===== src/rtl/lbs_pkg.sv =====
// Shared constants, types and state codes for the bitonic subsequence block.
package lbs_pkg;
   localparam int MAX_ITEMS  = 1024;
   localparam int VALUE_BITS = 16;
   localparam int ADDR_BITS  = $clog2(MAX_ITEMS);
   localparam int CNT_BITS   = ADDR_BITS + 1;
   localparam int OUT_BITS   = 10;

   typedef enum logic [3:0] {
      ST_LOAD,
      ST_BWD_START,
      ST_BWD_READ,
      ST_BWD_SEARCH,
      ST_BWD_WRITE,
      ST_FWD_START,
      ST_FWD_READ,
      ST_FWD_SEARCH,
      ST_FWD_WRITE
   } state_type;

   typedef struct packed {
      logic load_write;    // store accepted value
      logic start_pass;    // clear tail count, set position
      logic forward;       // pass direction
      logic fetch_value;   // read value (and fall length) at position
      logic search_step;   // one step of a binary search probe
      logic place;         // write tail, result length, advance position
      logic finish;        // compute result register
      logic clear_seq;     // reset item count and overflow
   } cmd_type;

   typedef struct packed {
      logic pass_done;     // no positions left in this pass
      logic search_done;   // lo == hi, no probe pending
      logic full;          // store full
   } status_type;
endpackage


===== src/rtl/lbs_controller.sv =====
// Controller: sequences load, two search passes and result hand-off.
module lbs_controller (
   input  logic                clock,
   input  logic                reset,
   input  logic                req_valid,
   output logic                req_stall,
   input  logic                req_last_item,
   output logic                rsp_valid,
   input  logic                rsp_stall,
   input  lbs_pkg::status_type status,
   output lbs_pkg::cmd_type    cmd
);
   import lbs_pkg::*;

   state_type state_ff, state_in;
   logic      rsp_valid_ff, rsp_valid_in;

   always_ff @(posedge clock) begin
      if (reset) begin
         state_ff     <= ST_LOAD;
         rsp_valid_ff <= 1'b0;
      end else begin
         state_ff     <= state_in;
         rsp_valid_ff <= rsp_valid_in;
      end
   end

   always_comb begin
      state_in     = state_ff;
      cmd          = '0;
      req_stall    = 1'b1;
      rsp_valid_in = rsp_valid_ff && rsp_stall;   // drops once taken
      case (state_ff)
         ST_LOAD: begin
            req_stall = 1'b0;
            if (req_valid) begin
               cmd.load_write = 1'b1;
               if (req_last_item) state_in = ST_BWD_START;
            end
         end
         ST_BWD_START: begin
            cmd.start_pass = 1'b1;
            state_in       = ST_BWD_READ;
         end
         ST_BWD_READ: begin
            if (status.pass_done) state_in = ST_FWD_START;
            else begin
               cmd.fetch_value = 1'b1;
               state_in        = ST_BWD_SEARCH;
            end
         end
         ST_BWD_SEARCH: begin
            if (status.search_done) state_in = ST_BWD_WRITE;
            else cmd.search_step = 1'b1;
         end
         ST_BWD_WRITE: begin
            cmd.place = 1'b1;
            state_in  = ST_BWD_READ;
         end
         ST_FWD_START: begin
            cmd.forward    = 1'b1;
            cmd.start_pass = 1'b1;
            state_in       = ST_FWD_READ;
         end
         ST_FWD_READ: begin
            cmd.forward = 1'b1;
            if (status.pass_done) begin
               // wait here while the previous result still sits in its register
               if (!rsp_valid_ff || !rsp_stall) begin
                  cmd.finish    = 1'b1;
                  cmd.clear_seq = 1'b1;
                  rsp_valid_in  = 1'b1;
                  state_in      = ST_LOAD;
               end
            end else begin
               cmd.fetch_value = 1'b1;
               state_in        = ST_FWD_SEARCH;
            end
         end
         ST_FWD_SEARCH: begin
            cmd.forward = 1'b1;
            if (status.search_done) state_in = ST_FWD_WRITE;
            else cmd.search_step = 1'b1;
         end
         ST_FWD_WRITE: begin
            cmd.forward = 1'b1;
            cmd.place   = 1'b1;
            state_in    = ST_FWD_READ;
         end
         default: state_in = ST_LOAD;
      endcase
   end

   assign rsp_valid = rsp_valid_ff;
endmodule


===== config.mk =====
export PLATFORM = sky130hd
export DESIGN_NAME = lbs_controller
export DESIGN_NICKNAME = d
export VERILOG_FILES = /design/src/rtl/lbs_pkg.sv /design/src/rtl/lbs_controller.sv
export SDC_FILE = /design/constraint.sdc
export NUM_CORES = 1
export LEC_CHECK = 0
export BUFFER_PORTS_ARGS = -buffer_cell sky130_fd_sc_hd__buf_2
export CORE_AREA = 2 2 39 41
export CTS_CLUSTER_SIZE = 14
export DETAILED_ROUTE_END_ITERATION = 7
export DIE_AREA = 0 0 41 43
export HOLD_SLACK_MARGIN = 0.05
export SYNTH_ARGS = -nofsm -noshare
export SYNTH_HDL_FRONTEND = slang
export SYNTH_SLANG_ARGS = --single-unit

===== constraint.sdc =====
create_clock -name clock -period 1.8 [get_ports clock]
set_clock_uncertainty 0.05 [all_clocks]
set_input_delay 0.36 -clock clock [delete_from_list [all_inputs] [get_ports clock]]
set_output_delay 0.36 -clock clock [all_outputs]
set_load 0.05 [all_outputs]

==> results of run 1 <==
==> cells in the mapped netlist, types with 2 or more instances <==
master	number
a21oi_1	4
a311oi_1	2
and2_1	2
dfxtp_1	5
inv_1	2
nand2_1	6
nor2_1	5
o21ai_0	3
xnor2_1	3
==> sequential cells by signal, indices dropped and copies added (netlist names) <==
| name | flops |
|---|---|
| state_ff | 4 |
| rsp_valid | 1 |
==> metrics by stage <==
| step | utilization (%) | hold slack, ps | setup TNS [ps] | power [mW] | cells |
|---|---|---|---|---|---|
| after floorplan | - | 379 | -292 | 0.763 | 49 |
| after global placement | 34.7 | 458 | 0 | 0.876 | 80 |
| after detailed placement | 34.7 | 465 | 0 | 0.880 | 80 |
| after CTS | 38.7 | 286 | -71.3 | 1.07 | 84 |
| after global routing | 40.5 | 295 | -147 | 1.18 | 85 |
| final | 40.5 | 296 | -10.8 | 1.09 | 85 |
==> repair_timing <==
| item | CTS | global route |
|---|---|---|
| resized for setup | 10 | 5 |
| setup buffers | 0 | 1 |
| pin swaps | 2 | 1 |
| endpoints found under the setup margin | 6 | 3 |
| cloned | 0 | 0 |
==> cells in the final DEF (no fill, tap or decap), types with 2 or more instances in the layout <==
master    netlist  routed
a21oi_1         4       3
a311oi_1        2       2
and2_1          2       2
buf_2           1      12
buf_4           1       4
buf_6           1       4
clkbuf_4        0       3
dfxtp_1         5       2
dfxtp_4         0       2
inv_1           2       2
nand2_1         6       6
nor2_1          5       5
o21ai_0         3       2
xnor2_1         3       3
==> how the worst max path moves through the flow <==
stage / slack [ps] / endpoint / startpoint
2_1_floorplan: -200 / cmd[1] / state_ff[3]
3_3_place_gp: 70 / cmd[5] / state_ff[3]
3_5_place_dp: 60 / cmd[5] / state_ff[3]
4_1_cts: -70 / cmd[5] / state_ff[3]
5_1_grt: -80 / cmd[5] / state_ff[3]
6_report: -10 / cmd[5] / state_ff[3]
==> routing by layer <==
| layer | track usage [%] | vias to the layer above | wire length, um |
|---|---|---|---|
| met5 | 0 | - | 0 |
| met4 | 6.00 | 0 | 20 |
| met3 | 6.28 | 2 | 74 |
| met2 | 16.3 | 16 | 463 |
| met1 | 14.4 | 188 | 369 |
| li1 | - | 216 | - |
==> final cells by class <==
type	count	area, um^2
clock buffers	4	26.3
fillers	147	823
inverters	3	13.8
multi-input cells	37	256
flip-flops and latches	5	109
well taps	16	20.0
repair buffers	20	135
==> worst max-delay path, cell delays in order, from the launching register on <==
cell and delay (ps):
dfxtp_4 360, inv_4 40, or4_4 510, o21ai_2 80, buf_6 170
==> cells by family after synthesis <==
family	after synthesis	share of synthesized area, %
AND/OR/NAND/NOR	21	32.7
AO/OA/AOI/OAI	13	21.4
buffers and inverters	7	13.3
flip-flops	5	25.9
XOR/XNOR	3	6.80
==> power by group <==
part	switching (mW)	internal (mW)	leakage [nW]	total, mW
clock	0.0460	0.0838	0.0150	0.130
combinational	0.445	0.274	0.194	0.718
sequential	0.0881	0.154	0.0427	0.242
total	0.579	0.511	0.252	1.09
==> metrics.cfg, run 1 <==
[run_status]
status=complete, but fails checks
failed_checks=negative setup slack

[placement]
place.gp.congestion=0.768
placed_area_um2=480
place_hpwl_um=698
dp_slack_ps=61.9
io_buffer_count=16

[sta]
fin_ws_ps=-10.8
hold_viol=0
finalSetupViolations=1
final_max_slew_viol_count=0
max_freq_ghz=0.552
worst_pin_slew_ps=307
post-route-min-period_ps=1810
grt_setup_unrepaired=yes
post-route-period-util_pct=101
slew_headroom_pct=79.5

[synth]
synth.area.top_cells=dfxtp_1, xnor2_1, nand2_1, a21oi_1, nor2_1
syn_area_um2=387
yosysUniqueCellTypes=26
synth_warnings=0
synth_top_area_share_pct=25.9
synth_flop_cell=dfxtp_1
syn_inst=49
synth_top_area_cell=dfxtp_1
synth_nets=57
synth.avg_cell_area_um2=7.89
synth-seq-area-share_pct=25.9
synth_edf_count=0
ys_ff_latch=5
async_flop_share_pct=0

[clock_network]
tritoncts=yes
cts_buffer_depth=2
cts_buffers=3
clk_latency_ps=240
ctsHoldBuffers=0
clkSinkCount=5
path_clk_slew_ps=40
h-tree-depth=1
cts_root_buf=clkbuf_4

[grt]
antenna_found_initial=0
track_usage_pct=11.8
grt_pass1_wl_mm=1.39
overflow=0
grt_max_degree=12
grt_pass1_vias=344

[cells_and_area]
layout-drive-gt1-share_pct=50.7
insertedDiodeCount=0
synthToLayoutAreaGrowth_pct=45.0
stdcell_area_um2=561
fin_nets=78

[die]
fp.coreArea_mm2=0.00138
placementRows=14
fp.dieH_um=43
die_width_um=41
pin_count=18
dieArea_mm2=0.00176
start_util_pct=27.9

[worst_setup_path]
criticalPathCategory=reg2out
ff2ff_setup_slack_ps=300
r2r_start=state_ff[3]
crit_fanout=4
cp.arrival_ps=1400
crit_path_end_kind=primary output
start_kind=flip-flop
required_ps=1390
reg2reg_to=state_ff[1]
r2r_cells=4

[route]
routed_wl_um=927
dr.first_iter.drc_count=8
drt-vias-per-instance=4.96
ant_nets=0
wl_per_cell_um=10.9
drc_errors=0
dr.pass1.iters=4
dr_total_vias=422

[power]
irDropWorstVdd_mv=0.656
p_per_area_mw_per_mm2=1940
power.leakage_nw=0.252

[run]
cap_violations=0

[worst_hold_path]
hold_depth=2
holdPathEnd=state_ff[0]
hp-start=reset
min_path_type=in2reg

(Power assumes the default switching activity.)
==> run 2, diff against run 1 <==
--- a/config.mk
+++ b/config.mk
@@ -5,12 +5,14 @@
 export SDC_FILE = /design/constraint.sdc
 export NUM_CORES = 1
 export LEC_CHECK = 0
+export ABC_AREA = 1
 export BUFFER_PORTS_ARGS = -buffer_cell sky130_fd_sc_hd__buf_2
 export CORE_AREA = 2 2 39 41
 export CTS_CLUSTER_SIZE = 14
 export DETAILED_ROUTE_END_ITERATION = 7
 export DIE_AREA = 0 0 41 43
 export HOLD_SLACK_MARGIN = 0.05
+export SETUP_SLACK_MARGIN = 0.3
 export SYNTH_ARGS = -nofsm -noshare
 export SYNTH_HDL_FRONTEND = slang
 export SYNTH_SLANG_ARGS = --single-unit
==> run 2 against run 1 <==
Net effect: the run now ends clean; via count up 34%; sequential share of layout area down 5.1 points; highest routed layer unchanged; total power up 27%; synthesized area up 2.3%; cell count up 41%.
==> metrics.cfg, run 2 <==
[run_status]
status=completed

[grt]
grt_pass1_vias=519  ; +51%
grt_max_degree=7  ; -5
antenna_found_initial=0  ; unchanged
grt_pass1_wl_mm=2.18  ; +57%
track_usage_pct=18.3  ; +6.4 points
overflow=0  ; unchanged

[synth]
synth_edf_count=0  ; unchanged
yosysUniqueCellTypes=15  ; -42%
synth-seq-area-share_pct=25.3  ; -0.57 points
synth_top_area_cell=dfxtp_1
synth_commonest_cells=nand2_1, nor2_1, inv_1, nand3_1, dfxtp_1
async_flop_share_pct=0  ; unchanged
ys_ff_latch=5  ; unchanged
synth_most_common_cell=nand2_1
synth_flop_cell=dfxtp_1
syn_inst=71  ; +45%
synth.area.top_cells=dfxtp_1, nand2_1, nor2_1, nand3_1, inv_1
synth_top_area_share_pct=25.3  ; -0.57 points
syn_area_um2=395  ; +2.3%
synth_nets=79  ; +39%
synth.avg_cell_area_um2=5.57  ; -29%
synth_warnings=0  ; unchanged

[cells_and_area]
final_common_cell=nand2_1
synthToLayoutAreaGrowth_pct=103
layout-drive-gt1-share_pct=59.6  ; +8.9 points
insertedDiodeCount=0  ; unchanged
fin_nets=113  ; +45%
largest_register=state_ff
largest_register_ffs=4  ; unchanged
final_cell_mix=nand2_1, buf_4, nor2_1
stdcell_area_um2=803  ; +43%

[sta]
finalSetupViolations=0  ; -1
post-route-period-util_pct=91.5  ; -9.1 points
hold_viol=0  ; unchanged
max_freq_ghz=0.607  ; +10%
tns_ps=0  ; +10.8 ps
final_max_slew_viol_count=0  ; unchanged
holdWs_ps=284  ; -12.4 ps
worst_pin_slew_ps=250  ; -57.3 ps
post-route-min-period_ps=1650  ; -164 ps
slew_headroom_pct=83.5  ; +4.0 points
grt_setup_unrepaired=yes

[route]
dr_total_vias=567  ; +34%
dr.first_iter.drc_count=9  ; +1
wl_per_cell_um=11.4  ; +4.9%
drt-vias-per-instance=4.73  ; -4.8%
drc_errors=0  ; unchanged
ant_nets=0  ; unchanged
routed_wl_mm=1.37  ; +48%
dr.pass1.iters=3  ; -1

[clock_network]
cts_buffer_depth=2  ; unchanged
h-tree-depth=1  ; unchanged
tritoncts=yes
clk_latency_ps=230  ; about the same
clkSinkCount=5  ; unchanged
ctsHoldBuffers=0  ; unchanged
path_clk_slew_ps=40  ; about the same
cts_root_buf=clkbuf_4
cts_buffers=3  ; unchanged

[power]
p_per_area_mw_per_mm2=1720  ; -12%
p_seq_share_pct=16.5  ; -5.7 points
swShare_pct=52.0  ; -1.1 points
power_frac_clock_pct=8.9  ; -3.0 points
power_frac_comb_pct=74.6  ; +8.7 points
irDropWorstVdd_mv=0.775  ; +18%
p_switching_mw=0.718  ; +24%
internal_power_mw=0.664  ; +30%
power.leakage_nw=0.400  ; +59%

[die]
die_width_um=41  ; unchanged
start_util_pct=28.6  ; +0.63 points
placementRows=14  ; unchanged
pin_count=18  ; unchanged
fp.dieH_um=43  ; unchanged
fp.coreArea_mm2=0.00138  ; unchanged
dieArea_mm2=0.00176  ; unchanged

[placement]
place.gp.congestion=0.757  ; -1.4%
placed_area_um2=543  ; +13%
io_buffer_count=16  ; unchanged
place_hpwl_um=798  ; +14%

[worst_setup_path]
worstPathCellList=inv_4 > nand2_4 > nor2_4 > nand2_2 > a21oi_4 > buf_6
required_ps=1390  ; about the same
cpMaxStageDelayCell=dfxtp_4
cp.arrival_ps=1240  ; -160 ps
criticalPathCategory=reg2out
start_kind=flip-flop
crit_fanout=4  ; unchanged
crit_path_end_kind=primary output
critPathMaxStageDelay_ps=370  ; -140 ps

[worst_hold_path]
min_path_type=in2reg

[run]
cap_violations=0  ; unchanged

[run 2: repair_timing]
item	in CTS	in global routing
gates resized for setup	28	13
setup buffers	10	4
pin swaps	7	4
endpoints found under the setup margin	9	9
hold endpoints to repair	0	0
[run 2: path summary, 6_finish.rpt]
path                            cells past startpoint   startpoint  slack, ps           to
worst max register to register                      8  state_ff[0]        510  state_ff[0]
worst min register to register                      2  state_ff[1]        490  state_ff[3]
worst max-delay path                                6  state_ff[0]        150       cmd[0]
worst min-delay path                                2        reset        280  state_ff[1]
[run 2: stage by stage]
step | power [mW] | setup slack [ps] | utilization [%] | instances
2_1_floorplan | 0.786 | 169 | - | 71
3_3_place_gp | 0.920 | 259 | 39.2 | 102
3_5_place_dp | 0.914 | 254 | 39.2 | 102
4_1_cts | 1.25 | 170 | 52.8 | 116
5_1_grt | 1.49 | 96.8 | 58.0 | 120
6_report | 1.38 | 153 | 58.0 | 120
[run 2: critical path, delay by kind of cell, from the launching register on]
family	cells	cell delay [ps]
buf+inv	2	270
flops	1	370
compound gates	1	140
simple gates	3	220
[run 2: final cells by class]
type | instances | area [um^2]
clock buffers | 4 | 26.3
fillers | 125 | 581
inverters | 10 | 42.5
multi-input cells | 55 | 343
flip-flops and latches | 5 | 115
well taps | 16 | 20.0
repair buffers | 30 | 256
[run 2: logic make-up (layout without fill, tap and decap cells)]
logic type,count (synthesis),after routing,synth area share (%)
AOI/OAI and AO/OA,6,6,8.54
DFF,5,5,25.3
and+or+nand+nor,49,49,54.7
buffers and inverters,11,44,11.4
[run 2: power by group through the flow]
stage / clock [mW] / combinational (mW) / sequential, mW
global placement: 0 / 0.710 / 0.210
CTS: 0.130 / 0.896 / 0.222
global route: 0.143 / 1.11 / 0.233
finish: 0.123 / 1.03 / 0.228
floorplan: 0 / 0.583 / 0.203
detailed placement: 0 / 0.704 / 0.210
[run 2: routing by layer]
metal / GRT usage [%] / vias to the layer above / routed length (um)
met2: 28.1 / 16 / 753
met5: 0 / - / 0
met3: 3.14 / 4 / 64
met4: 10.0 / 0 / 16
li1: - / 286 / -
met1: 22.8 / 261 / 539
==> run 3, diff against run 2 <==
--- a/config.mk
+++ b/config.mk
@@ -8,6 +8,7 @@
 export ABC_AREA = 1
 export BUFFER_PORTS_ARGS = -buffer_cell sky130_fd_sc_hd__buf_2
 export CORE_AREA = 2 2 39 41
+export CTS_BUF_LIST = sky130_fd_sc_hd__clkbuf_16
 export CTS_CLUSTER_SIZE = 14
 export DETAILED_ROUTE_END_ITERATION = 7
 export DIE_AREA = 0 0 41 43
==> run 3 against run 2 <==
Net effect: highest routed layer unchanged; hold slack improved by 6.3 ps; count of clock-buffer cells in the layout fell by 1; largest cell class unchanged; sequential share of layout area is 0.62 points lower; critical endpoint unchanged.
==> metrics.cfg, run 3 (synthesis gave the netlist of run 2 again) <==
[sta]
finalSetupViolations=0  ; unchanged
slew_headroom_pct=83.6  ; +0.087 points
holdWs_ps=290  ; +6.31 ps
post-route-period-util_pct=91.2  ; -0.28 points
grt_setup_unrepaired=yes
worst_pin_slew_ps=248  ; -1.32 ps
hold_viol=0  ; unchanged
max_freq_ghz=0.609  ; +0.31%
final_max_slew_viol_count=0  ; unchanged
tns_ps=0  ; unchanged
post-route-min-period_ps=1640  ; -5.06 ps

[route]
wl_per_cell_um=10.9  ; -5.0%
dr.pass1.iters=4  ; +1
ant_nets=0  ; unchanged
dr.first_iter.drc_count=18  ; +9
dr_total_vias=567  ; unchanged
drt-vias-per-instance=4.76  ; +0.84%
routed_wl_mm=1.29  ; -5.8%
drc_errors=0  ; unchanged

[die]
placementRows=14  ; unchanged
fp.coreArea_mm2=0.00138  ; unchanged
die_width_um=41  ; unchanged
dieArea_mm2=0.00176  ; unchanged
fp.dieH_um=43  ; unchanged
pin_count=18  ; unchanged
start_util_pct=28.6  ; unchanged

[run_status]
status=completed

[worst_setup_path]
crit_fanout=6  ; +2
critPathCapture=cmd[0]
criticalPathCategory=reg2out
start_kind=flip-flop
r2r_start=state_ff[3]
worstPathCellList=inv_4 > nand2_4 > nor2_4 > nand2_2 > a21oi_4 > buf_6
r2r_cells=9  ; +1
required_ps=1390  ; about the same
path_depth=6  ; unchanged
path_delay_family=flip-flops
crit_path_start=state_ff[0]
path_buf_inv=2  ; unchanged
critPathMaxStageDelay_ps=370  ; about the same
cpMaxStageDelayCell=dfxtp_4
cp.arrival_ps=1230  ; about the same
crit_path_end_kind=primary output
reg2reg_to=state_ff[1]
ff2ff_setup_slack_ps=490  ; -20 ps

[clock_network]
clkSinkCount=5  ; unchanged
h-tree-depth=1  ; unchanged
clk_latency_ps=230  ; about the same
cts_buffers=3  ; unchanged
path_clk_slew_ps=30  ; about the same
tritoncts=yes
cts_buffer_depth=2  ; unchanged
cts_root_buf=clkbuf_16

[cells_and_area]
stdcell_count=119  ; -0.83%
final_cell_mix=nand2_1, buf_4, nor2_1
fin_nets=112  ; -0.88%
layout-drive-gt1-share_pct=60.2  ; +0.58 points
final_common_cell=nand2_1
nFillCells=113  ; -9.6%
largest_register=state_ff
synthToLayoutAreaGrowth_pct=112
largest_register_ffs=4  ; unchanged
insertedDiodeCount=0  ; unchanged

[placement]
place_hpwl_um=798  ; unchanged
dp.cells=102  ; unchanged
place.gp.congestion=0.757  ; unchanged
io_buffer_count=16  ; unchanged

[grt]
grt_pass1_vias=482  ; -7.1%
track_usage_pct=16.9  ; -1.4 points
overflow=0  ; unchanged
grt_max_degree=7  ; unchanged
antenna_found_initial=0  ; unchanged
grt_pass1_wl_mm=1.97  ; -9.8%

[power]
irDropWorstVdd_mv=1.00  ; +29%
p_per_area_mw_per_mm2=1850  ; +7.6%
power.leakage_nw=0.417  ; +4.2%

[worst_hold_path]
min_path_type=in2reg

[run]
cap_violations=0  ; unchanged

==> run 3: changes by cell type in the layout (fill, tap and decap cells not counted) <==
| cell | previous run | this run |
|---|---|---|
| buf_6 | 7 | 6 |
| clkbuf_4 | 3 | 0 |
| nor2_4 | 5 | 4 |
| nor2_2 | 3 | 4 |
| clkbuf_16 | 0 | 3 |
| clkbuf_1 | 1 | 0 |
| inv_2 | 3 | 4 |
==> run 3: how the worst min path moves through the flow <==
stage / from / to / slack, ps / cells past startpoint
after floorplan: reset / state_ff[1] / 370 / 1
after global placement: state_ff[1] / state_ff[3] / 480 / 2
after detailed placement: state_ff[1] / state_ff[3] / 480 / 2
after CTS: reset / state_ff[1] / 290 / 2
after global routing: reset / state_ff[1] / 300 / 2
final: reset / state_ff[1] / 290 / 2
==> run 3: metrics by stage <==
stage	instance area, um^2	utilization, %	setup WS, ps	power, mW
5_1_grt	840	60.7	117	1.65
3_5_place_dp	543	39.2	254	0.914
3_3_place_gp	543	39.2	259	0.920
2_1_floorplan	454	-	169	0.786
6_report	840	60.7	159	1.55
4_1_cts	751	54.2	181	1.43
==> run 3: timing repair <==
action,in CTS,in global routing
pin swaps,6,4
hold buffers,0,0
setup endpoints to repair,9,9
gates resized for setup,25,15
setup buffers,7,6
==> run 3: area by class of cell <==
type                            instances  area [um^2]  area share, %
Clock buffer                            3         75.1           8.94
Clock inverter                          1         3.75          0.447
Inverter                               10         42.5           5.07
Multi-Input combinational cell         55          338           40.2
Sequential cell                         5          115           13.7
Tap cell                               16         20.0           2.38
Timing Repair Buffer                   29          245           29.2
==> run 3: where the power goes <==
group / total (mW) / switching (mW) / internal (mW)
Clock: 0.354 / 0.0673 / 0.287
Sequential: 0.231 / 0.0713 / 0.159
Combinational: 0.969 / 0.589 / 0.380
==> run 3: layer usage <==
layer / part of all wire, % / wire length (um) / GRT usage [%]
met1: 40 / 521 / 22.8
met4: 2.7 / 35 / 14.0
met5: 0 / 0 / 0
met2: 50 / 641 / 21.9
met3: 7.3 / 94 / 3.14
